$ cat src/kcc_pkg.sv
// Shared types and constants for the key click classifier.
package kcc_pkg;

	localparam int unsigned COUNT_WIDTH_DEFAULT = 10;
	localparam int unsigned REG_W = 10;
	localparam int unsigned CFG_INDEX_W = 3;

	typedef enum logic [1:0] {
		EV_NONE   = 2'd0,
		EV_SHORT  = 2'd1,
		EV_LONG   = 2'd2,
		EV_DOUBLE = 2'd3
	} click_ev_t;

	localparam logic [CFG_INDEX_W-1:0] REG_LONG_HOLD_LIMIT = 3'd0;
	localparam logic [CFG_INDEX_W-1:0] REG_SHORT_MIN_HOLD  = 3'd1;
	localparam logic [CFG_INDEX_W-1:0] REG_GAP_LOW_BOUND   = 3'd2;
	localparam logic [CFG_INDEX_W-1:0] REG_GAP_HIGH_BOUND  = 3'd3;
	localparam logic [CFG_INDEX_W-1:0] REG_GAP_TIMEOUT     = 3'd4;

	localparam logic [REG_W-1:0] LONG_HOLD_LIMIT_RST = 10'd70;
	localparam logic [REG_W-1:0] SHORT_MIN_HOLD_RST  = 10'd3;
	localparam logic [REG_W-1:0] GAP_LOW_BOUND_RST   = 10'd3;
	localparam logic [REG_W-1:0] GAP_HIGH_BOUND_RST  = 10'd30;
	localparam logic [REG_W-1:0] GAP_TIMEOUT_RST     = 10'd500;

endpackage

$ cat src/key_click_classifier_core.sv
// Key click classifier: sorts one key's presses into short, long and double clicks.
//
// Usage:
//   Input channel (in_valid / in_stall): one item per timer tick, carrying press_edge
//   (a press edge seen since the last tick) and key_pressed (current key level).
//   Output channel (out_valid / out_stall): one item per input item, click_event
//   (none, short, long or double click), in input order.
//   Config port: cfg_write_en / cfg_index / cfg_data writes one limit register per
//   cycle; write only while no item is in flight.
// Timing:
//   The classifier state and the event are worked out in the cycle an item is
//   accepted; the event is registered in the output register, or in the skid
//   register during a stall. One item per cycle is sustained while in_stall is low.
// Stalls:
//   A two-entry output buffer (output register plus skid register) absorbs one
//   extra item while the receiver stalls; in_stall rises only when both are full.
// Reset:
//   arst_n clears the state, empties the output buffer and loads the default limits
//   (70, 3, 3, 30, 500).
module key_click_classifier_core #(
	parameter int unsigned COUNT_WIDTH = kcc_pkg::COUNT_WIDTH_DEFAULT
) (
	input  logic                             clk,
	input  logic                             arst_n,
	input  logic                             in_valid,
	output logic                             in_stall,
	input  logic                             press_edge,
	input  logic                             key_pressed,
	output logic                             out_valid,
	input  logic                             out_stall,
	output logic [1:0]                       click_event,
	input  logic                             cfg_write_en,
	input  logic [kcc_pkg::CFG_INDEX_W-1:0]  cfg_index,
	input  logic [kcc_pkg::REG_W-1:0]        cfg_data
);

	localparam int unsigned CMP_W =
		(COUNT_WIDTH > kcc_pkg::REG_W) ? COUNT_WIDTH : kcc_pkg::REG_W;
	localparam logic [COUNT_WIDTH-1:0] CNT_TOP = '1;
	localparam logic [COUNT_WIDTH-1:0] CNT_ONE = COUNT_WIDTH'(1);

	logic [kcc_pkg::REG_W-1:0] long_hold_limit_q;
	logic [kcc_pkg::REG_W-1:0] short_min_hold_q;
	logic [kcc_pkg::REG_W-1:0] gap_low_bound_q;
	logic [kcc_pkg::REG_W-1:0] gap_high_bound_q;
	logic [kcc_pkg::REG_W-1:0] gap_timeout_q;

	logic                   armed_q, armed_d;
	logic                   gap_running_q, gap_running_d;
	logic [COUNT_WIDTH-1:0] hold_count_q, hold_count_d;
	logic [COUNT_WIDTH-1:0] gap_count_q, gap_count_d;
	kcc_pkg::click_ev_t     ev_d;

	logic               out_valid_q;
	logic               skid_valid_q;
	kcc_pkg::click_ev_t out_ev_q;
	kcc_pkg::click_ev_t skid_ev_q;

	logic in_accept;
	logic out_take;

	assign in_stall    = skid_valid_q;
	assign in_accept   = in_valid & ~skid_valid_q;
	assign out_valid   = out_valid_q;
	assign out_take    = out_valid_q & ~out_stall;
	assign click_event = out_ev_q;

	always_ff @(posedge clk or negedge arst_n) begin
		if (!arst_n) begin
			long_hold_limit_q <= kcc_pkg::LONG_HOLD_LIMIT_RST;
			short_min_hold_q  <= kcc_pkg::SHORT_MIN_HOLD_RST;
			gap_low_bound_q   <= kcc_pkg::GAP_LOW_BOUND_RST;
			gap_high_bound_q  <= kcc_pkg::GAP_HIGH_BOUND_RST;
			gap_timeout_q     <= kcc_pkg::GAP_TIMEOUT_RST;
		end else if (cfg_write_en) begin
			unique case (cfg_index)
				kcc_pkg::REG_LONG_HOLD_LIMIT: long_hold_limit_q <= cfg_data;
				kcc_pkg::REG_SHORT_MIN_HOLD:  short_min_hold_q  <= cfg_data;
				kcc_pkg::REG_GAP_LOW_BOUND:   gap_low_bound_q   <= cfg_data;
				kcc_pkg::REG_GAP_HIGH_BOUND:  gap_high_bound_q  <= cfg_data;
				kcc_pkg::REG_GAP_TIMEOUT:     gap_timeout_q     <= cfg_data;
				default: ;
			endcase
		end
	end

	// Tick update: press edge arms, then the armed logic, then the gap timer.
	always_comb begin
		armed_d       = armed_q | press_edge;
		hold_count_d  = hold_count_q;
		gap_count_d   = gap_count_q;
		gap_running_d = gap_running_q;
		ev_d          = kcc_pkg::EV_NONE;

		if (armed_d) begin
			if (key_pressed) begin
				gap_running_d = 1'b0;
				if (CMP_W'(hold_count_q) <= CMP_W'(long_hold_limit_q)) begin
					hold_count_d = (hold_count_q == CNT_TOP) ? CNT_TOP
						: hold_count_q + CNT_ONE;
				end else begin
					armed_d      = 1'b0;
					hold_count_d = '0;
					gap_count_d  = '0;
					ev_d         = kcc_pkg::EV_LONG;
				end
				// a long click has cleared the gap, so it wins over a double
				if (CMP_W'(gap_count_d) > CMP_W'(gap_low_bound_q) &&
				    CMP_W'(gap_count_d) < CMP_W'(gap_high_bound_q)) begin
					gap_count_d  = '0;
					hold_count_d = '0;
					ev_d         = kcc_pkg::EV_DOUBLE;
				end
			end else begin
				armed_d     = 1'b0;
				gap_count_d = '0;
				if (CMP_W'(hold_count_q) > CMP_W'(short_min_hold_q)) begin
					ev_d          = kcc_pkg::EV_SHORT;
					gap_running_d = 1'b1;
				end else begin
					gap_running_d = 1'b0;
				end
				hold_count_d = '0;
			end
		end

		if (gap_running_d) begin
			gap_count_d = (gap_count_d == CNT_TOP) ? CNT_TOP : gap_count_d + CNT_ONE;
		end
		if (CMP_W'(gap_count_d) > CMP_W'(gap_timeout_q)) begin
			gap_count_d   = '0;
			gap_running_d = 1'b0;
		end
	end

	always_ff @(posedge clk or negedge arst_n) begin
		if (!arst_n) begin
			armed_q       <= 1'b0;
			gap_running_q <= 1'b0;
			hold_count_q  <= '0;
			gap_count_q   <= '0;
		end else if (in_accept) begin
			armed_q       <= armed_d;
			gap_running_q <= gap_running_d;
			hold_count_q  <= hold_count_d;
			gap_count_q   <= gap_count_d;
		end
	end

	// Output register with a skid entry behind it.
	always_ff @(posedge clk or negedge arst_n) begin
		if (!arst_n) begin
			out_valid_q  <= 1'b0;
			skid_valid_q <= 1'b0;
		end else if (skid_valid_q) begin
			if (out_take) begin
				skid_valid_q <= 1'b0;
			end
		end else if (in_accept) begin
			if (out_valid_q && !out_take) begin
				skid_valid_q <= 1'b1;
			end else begin
				out_valid_q <= 1'b1;
			end
		end else if (out_take) begin
			out_valid_q <= 1'b0;
		end
	end

	always_ff @(posedge clk) begin
		if (skid_valid_q) begin
			if (out_take) begin
				out_ev_q <= skid_ev_q;
			end
		end else if (in_accept) begin
			if (out_valid_q && !out_take) begin
				skid_ev_q <= ev_d;
			end else begin
				out_ev_q <= ev_d;
			end
		end
	end

endmodule
$ cat config.mk
export PLATFORM = sky130hd
export DESIGN_NAME = key_click_classifier_core
export DESIGN_NICKNAME = d
export VERILOG_FILES = /design/src/kcc_pkg.sv /design/src/key_click_classifier_core.sv
export SDC_FILE = /design/constraint.sdc
export NUM_CORES = 1
export LEC_CHECK = 0
export BUFFER_PORTS_ARGS = -buffer_cell sky130_fd_sc_hd__buf_2
export CAP_MARGIN = 0
export CORE_MARGIN = 3
export CORE_UTILIZATION = 67
export CTS_CLUSTER_SIZE = 30
export DETAILED_ROUTE_END_ITERATION = 8
export HOLD_SLACK_MARGIN = 0.02
export PLACE_DENSITY = 0.95
export RECOVER_POWER = 50
export SLEW_MARGIN = 20
export SYNTH_ARGS = -nofsm -noshare
export SYNTH_HDL_FRONTEND = slang
export SYNTH_SLANG_ARGS = --single-unit
export TNS_END_PERCENT = 100
$ cat constraint.sdc
create_clock -name clk -period 8.6 [get_ports clk]
set_input_delay 1.29 -clock clk [delete_from_list [all_inputs] [get_ports clk]]
set_output_delay 1.29 -clock clk [all_outputs]
set_load 0.01 [all_outputs]
==> flow_summary.json, run 1 <==
{
  "clock_insertion_delay_worst_skew_ns": 0.37,
  "synth_top_cell_area_share": 0.289,
  "status": "complete, but fails checks",
  "overflow": 0,
  "worst_ep_arrival_time_ns": 6.96,
  "pwr_density_cell_nw_per_um2": 208,
  "grt_start_max_net_pins": 75,
  "finalNonFillerCells": 667,
  "first_global_vias": 4413,
  "synth_commonest_cells": "70 x nand2_1, 63 x o21ai_0, 59 x inv_1",
  "cts_num_sinks": 78,
  "finish.utilization": 0.762,
  "synthDominantAreaCellType": "dfrtp_1",
  "totalWireLength_um": 12400,
  "timing.clock.skew_ns": 0.0125,
  "period_share": 0.780,
  "final_tns_setup_ns": 0,
  "finish.net_count": 637,
  "synthesis.area_um2": 4940,
  "finalHoldViolations": 0,
  "cts_buffer_depth": 2,
  "worstReg2RegStart": "long_hold_limit_q[1]$_DFFE_PN1P_",
  "routed-via-count": 4318,
  "report.power.total_mw": 1.11,
  "slew_at_the_pin_closest_to_its_max_slew_limit_ns": 3.92,
  "maxSlewViolCount": 75,
  "static-leakage-power_nw": 2.43,
  "yosysMostFrequentCell": "nand2_1",
  "antenna_found_initial": 0,
  "critical_path.max_fanout": 20,
  "first_pass_grt_wire_length_um": 20900,
  "synth_area_leaders": "dfrtp_1 29%, ha_1 13%, dfstp_2 9.0%, o21ai_0 6.4%, nand2_1 5.3%",
  "max_clock_freq_mhz": 149,
  "cp_common_cell": "ha_1",
  "cpMaxStageDelayCell": "o21ai_2",
  "fillCellCount": 475,
  "synth_warnings": 0,
  "synth.net_count": 616,
  "post_drt_via_cell_ratio": 6.47,
  "ios": 24,
  "chipWidth_um": 91.9,
  "floorplan.die_area_um2": 8440,
  "worst_slew_margin_rel": -1.61,
  "wire_per_inst_um": 18.5,
  "drc": 0,
  "syn_area_cell_um2": 9.07,
  "ys_seq_elements": 78,
  "yosys.cell_types.count": 59,
  "reg2reg_setup_slack_ns": 1.89,
  "crit-reg2reg-capture": "gap_count_q[6]$_DFFE_PN0P_",
  "final-setup-viol-count": 0,
  "critPathMaxStageDelay_ns": 0.63,
  "ff2ff_path_depth": 26,
  "cts_hold_bufs": 0,
  "worst_hold_path_type": "reg -> reg",
  "timing.critical_path.from_type": "register",
  "antenna_left": 0,
  "initial_util": 0.708,
  "postCtsResizedCells": 0,
  "final.min_clock_period_ns": 6.71,
  "n_antenna_cell": 0,
  "floorplan.die.height_um": 91.9,
  "postSynthCellCount": 545,
  "area_occupied_by_multi_input_gates_um2": 2640,
  "dr.pass1.iters": 5,
  "cp_top_family": "compound AO/OA/AOI/OAI gates",
  "detailedPlacementHpwl_um": 8690,
  "number_of_enable_type_register_cells_in_the_synthesized_netlist": 4,
  "peak_supply_drop_uv": 121,
  "failed_checks": "capacitance limit, slew limit",
  "port_buffers": 23,
  "count_of_cell_instances_traversed_by_the_critical_path": 26,
  "postCtsSetupRepairBufs": 0,
  "floorplan.rows": 30,
  "track_usage": 0.311,
  "cp.required_ns": 8.85,
  "cts_root_buf": "clkbuf_8",
  "tritoncts": "done",
  "async_reset_ff_frac": 0.949,
  "category_of_the_worst_setup_path_capture_point": "register",
  "cp_num_buf_inv": 1,
  "core_area_um2": 6980,
  "synth_sequential_area_ratio": 0.403,
  "cts_made_buffers": 9,
  "cap_viol_max_count": 1,
  "drive_gt1_frac": 0.144,
  "critPathKind": "reg -> reg",
  "rsz0062_at_grt": "false",
  "dr.first_iter.drc_count": 408,
  "synth_ff_type": "dfrtp_1",
  "path_clk_slew_ns": 0.08,
  "cp-startpoint": "long_hold_limit_q[1]$_DFFE_PN1P_",
  "placed_cells_incl_taps": 651,
  "routabilityCongestion": 0.952,
  "cts_htree_levels": 3,
  "seqCellArea_um2": 1990,
  "critical_path_sink": "gap_count_q[6]$_DFFE_PN0P_",
  "syn_to_final_growth_pct": 7.64
}
[sequential cells by signal (all words and copies together) (netlist names)]
| name | count |
|---|---|
| armed_q | 1 |
| click_event | 2 |
| gap_count_q | 10 |
| gap_high_bound_q | 10 |
| gap_low_bound_q | 10 |
| gap_running_q | 1 |
| gap_timeout_q | 10 |
| hold_count_q | 10 |
| in_stall | 1 |
| long_hold_limit_q | 10 |
| out_valid | 1 |
| short_min_hold_q | 10 |
| skid_ev_q | 2 |
[where the power goes]
part / total, mW / switching (mW) / leakage, nW / internal, mW
logic: 0.302 / 0.185 / 1.38 / 0.116
clock network: 0.309 / 0.145 / 0.104 / 0.164
registers: 0.496 / 0.0443 / 0.944 / 0.452
[worst min-delay path: cells and delay by family (launching register included)]
family                 cells  cell delay, ns
buffers and inverters      1            0.06
DFF                        1            0.37
AOI/OAI and AO/OA          1            0.08
[layout by cell type (no fill, tap or decap), types with 6 or more instances in the layout]
cell and instances:
o21ai_0 63, nand3_1 10, dfstp_2 17, nand4_1 13, a31oi_1 10, nor2_1 19, o22ai_1 7, dfrtp_1 57
buf_2 22, ha_1 51, inv_1 59, and2_1 10, clkbuf_8 9, mux2_2 16, and3_1 9, nand2b_1 6
nor3_1 9, nand2_1 70, a21oi_1 24
[worst min-delay path by stage]
stage	slack (ns)	cells after the start	startpoint	to
4_1_cts	0.52	1	gap_high_bound_q[5]$_DFFE_PN0P_	gap_high_bound_q[5]$_DFFE_PN0P_
3_3_place_gp	0.49	1	gap_high_bound_q[6]$_DFFE_PN0P_	gap_high_bound_q[6]$_DFFE_PN0P_
2_1_floorplan	0.48	1	gap_high_bound_q[5]$_DFFE_PN0P_	gap_high_bound_q[5]$_DFFE_PN0P_
5_1_grt	0.53	1	gap_high_bound_q[5]$_DFFE_PN0P_	gap_high_bound_q[5]$_DFFE_PN0P_
6_report	0.52	2	gap_timeout_q[6]$_DFFE_PN1P_	gap_timeout_q[6]$_DFFE_PN1P_
3_5_place_dp	0.50	1	gap_high_bound_q[5]$_DFFE_PN0P_	gap_high_bound_q[5]$_DFFE_PN0P_
[metal layers]
metal / part of all wire / GRT usage
met4: 0.056 / 0.189
met2: 0.49 / 0.530
met1: 0.39 / 0.374
met3: 0.066 / 0.0386
met5: 0 / 0
[stage by stage]
stage                     instance area (um2)  setup slack (ns)  hold slack [ns]
after floorplan                          4940              2.93            0.479
after global routing                     5320              1.33            0.529
after global placement                   5110              2.40            0.491
final                                    5320              1.89            0.517
after detailed placement                 5110              2.08            0.498
after CTS                                5320              2.00            0.517
[cell type report]
| class | count | area share |
|---|---|---|
| clock buffers | 11 | 0.0247 |
| inverters | 59 | 0.0416 |
| clock inverters | 5 | 0.0155 |
| flip-flops and latches | 78 | 0.375 |
| multi-input cells | 392 | 0.497 |
| repair buffers | 26 | 0.0242 |
| well taps | 96 | 0.0226 |
[logic make-up after synthesis]
kind of cell	synth area share
xor gates and xnor gates	0.00354
AOI/OAI and AO/OA	0.190
adders and majority gates	0.129
and+or+nand+nor	0.173
DFF	0.403
muxes	0.0364
buffers and inverters	0.0643
(Power assumes the default switching activity.)
==> run 2: changes to the inputs <==
ABC_AREA = 1   (was not set)
CORE_UTILIZATION = 62   (was 67)
PLACE_DENSITY = 0.9   (was 0.95)
clock period = 6.75 ns   (was 8.6 ns; I/O delays follow)
==> run 2 against run 1 <==
Effect of this change: register-to-register slack lost 0.98 ns; combinational power up 32%; the run still ends with capacitance limit, slew limit left; worst setup slack got worse by 0.98 ns; sequential power rose by 27%; die area is 6.6% higher; clock power up 10%; worst hold slack got worse by 0.028 ns; global-route usage is 2.4 points lower; largest power group unchanged; cell count is 13% higher; synthesized area fell by 0.91%; first-iteration DRC count shrank 31%; non-clock buffer count down 2.
==> flow_summary.json, run 2 <==
{
  "wire_per_inst_um": 15.5,
  "dp_worst_setup_slack_ns": 1.03,
  "number_of_enable_type_register_cells_in_the_synthesized_netlist": 4,
  "ys_seq_elements": 78,
  "final_cell_area_um2": 5270,
  "net-switching-power_uw": 513,
  "category_of_the_worst_setup_path_capture_point": "register",
  "drc": 0,
  "post_drt_via_cell_ratio": 5.61,
  "tritoncts": "done",
  "finalHoldViolations": 0,
  "worst_hold_path_type": "reg -> reg",
  "worst_slew_margin_rel": -1.56,
  "dr.pass1.iters": 5,
  "postCtsResizedCells": 0,
  "max_clock_freq_mhz": 171,
  "totalWireLength_um": 11600,
  "grt_start_max_net_pins": 75,
  "floorplan.rows": 31,
  "timing.critical_path.from_type": "register",
  "maxSlewViolCount": 75,
  "slew_at_the_pin_closest_to_its_max_slew_limit_ns": 3.83,
  "synth_area_leaders": "dfrtp_1 29%, ha_1 13%, nand2_1 12%, dfstp_2 9.1%, inv_1 8.4%",
  "detailedPlacementHpwl_um": 8890,
  "failed_checks": "capacitance limit, slew limit",
  "postSynthCellCount": 624,
  "postCtsSetupRepairBufs": 0,
  "internal_power_uw": 859,
  "cp.required_ns": 6.99,
  "chipWidth_um": 94.9,
  "cap_viol_max_count": 1,
  "floorplan.die.height_um": 94.9,
  "pwr_density_cell_nw_per_um2": 260,
  "routed-via-count": 4212,
  "synthDominantAreaCellType": "dfrtp_1",
  "antenna_left": 0,
  "async_reset_ff_frac": 0.949,
  "cts_htree_levels": 3,
  "yosysMostFrequentCell": "nand2_1",
  "cts_root_buf": "clkbuf_8",
  "rsz0062_at_grt": "false",
  "critical_path.max_fanout": 11,
  "routabilityCongestion": 0.939,
  "period_share": 0.865,
  "drive_gt1_frac": 0.118,
  "track_usage": 0.287,
  "final_common_cell": "nand2_1",
  "final-setup-viol-count": 0,
  "synth_warnings": 0,
  "core_area_um2": 7450,
  "peak_supply_drop_uv": 179,
  "sequential_cell_fraction_of_total_power": 0.461,
  "initial_util": 0.658,
  "clock_insertion_delay_worst_skew_ns": 0.37,
  "synth_top_cell_area_share": 0.291,
  "synth_commonest_cells": "155 x nand2_1, 109 x inv_1, 66 x o21ai_0",
  "finish.net_count": 718,
  "first_pass_grt_wire_length_um": 19700,
  "first_global_vias": 4210,
  "synthesis.area_um2": 4900,
  "n_antenna_cell": 0,
  "report.power.total_mw": 1.37,
  "synth.net_count": 695,
  "antenna_found_initial": 0,
  "cts_num_sinks": 78,
  "cp_common_cell": "nand2_1",
  "syn_area_cell_um2": 7.85,
  "combPwrFrac": 0.291,
  "dr.first_iter.drc_count": 280,
  "layout_common_cells": "155 x nand2_1, 109 x inv_1, 66 x o21ai_0",
  "static-leakage-power_nw": 2.72,
  "ios": 24,
  "critPathMaxStageDelay_ns": 0.46,
  "overflow": 0,
  "path_clk_slew_ns": 0.09,
  "fillCellCount": 584,
  "port_buffers": 23,
  "cts_made_buffers": 9,
  "cts_buffer_depth": 2,
  "synth_ff_type": "dfrtp_1",
  "worst_ep_arrival_time_ns": 6.08,
  "critPathKind": "reg -> reg",
  "final.min_clock_period_ns": 5.84,
  "switching_share": 0.374,
  "timing.clock.skew_ns": 0.0156,
  "cts_hold_bufs": 0,
  "power_frac_clock": 0.248,
  "floorplan.die_area_um2": 9000,
  "cpMaxStageDelayCell": "dfrtp_1",
  "placedInstanceArea_um2": 5090,
  "finalHoldWorstSlack_ns": 0.488,
  "syn_to_final_growth_pct": 7.66,
  "synth_sequential_area_ratio": 0.407,
  "final_tns_setup_ns": 0,
  "status": "complete, but fails checks",
  "yosys.cell_types.count": 38,
  "final_critical_path_setup_slack_ns": 0.910
}
run 2: cells by family after synthesis:
group | after synthesis | share of synthesized area
compound gates | 115 | 0.130
buf+inv | 123 | 0.0958
simple gates | 255 | 0.234
fa+ha+maj | 51 | 0.130
flops | 78 | 0.407
xor+xnor | 2 | 0.00358
run 2: per-layer routing:
| layer | up-vias | wire length (um) | global-route usage |
|---|---|---|---|
| met5 | - | 0 | 0 |
| met4 | 0 | 399 | 0.129 |
| met3 | 34 | 606 | 0.0574 |
| met2 | 130 | 5510 | 0.459 |
| met1 | 1984 | 5110 | 0.376 |
| li1 | 2064 | - | - |
run 2: layout make-up:
| type | count | area [um2] | area share |
|---|---|---|---|
| repair buffers | 24 | 116 | 0.0221 |
| clock buffers | 10 | 138 | 0.0261 |
| inverters | 111 | 417 | 0.0790 |
| flip-flops and latches | 78 | 1990 | 0.378 |
| well taps | 99 | 124 | 0.0235 |
| clock inverters | 6 | 50.0 | 0.00949 |
| multi-input cells | 423 | 2440 | 0.462 |
run 2: path summary, 6_finish.rpt:
path	start	to	slack [ns]	cells past startpoint
worst max register to register	hold_count_q[9]$_DFFE_PN0P_	gap_count_q[4]$_DFFE_PN0P_	0.91	34
max in group asynchronous	arst_n	in_stall$_DFF_PN0_	2.53	2
worst min register to register	armed_q$_DFFE_PN0P_	armed_q$_DFFE_PN0P_	0.49	1
worst max-delay path	hold_count_q[9]$_DFFE_PN0P_	gap_count_q[4]$_DFFE_PN0P_	0.91	34
min in group asynchronous	arst_n	gap_timeout_q[3]$_DFFE_PN0P_	2.07	2
worst min-delay path	armed_q$_DFFE_PN0P_	armed_q$_DFFE_PN0P_	0.49	1
run 2: power by group through the flow:
stage          registers [mW]  clock network, mW  logic (mW)
2_1_floorplan           0.628                  0       0.279
3_3_place_gp            0.634                  0       0.365
3_5_place_dp            0.639                  0       0.392
4_1_cts                 0.631              0.338       0.398
5_1_grt                 0.645              0.356       0.465
6_report                0.632              0.340       0.400
run 2: critical path: cells and delay by family, from the launching register on:
kind / cells / cell delay [ns]
buffers and inverters: 5 / 0.63
DFF: 1 / 0.46
adders and majority gates: 4 / 1.07
and+or+nand+nor: 19 / 2.57
AOI/OAI and AO/OA: 6 / 0.95
run 2: through the flow:
stage / std cells / utilization
final: 751 / 0.708
after global routing: 751 / 0.708
after CTS: 751 / 0.709
after detailed placement: 735 / 0.684
after global placement: 735 / 0.684
after floorplan: 624 / -
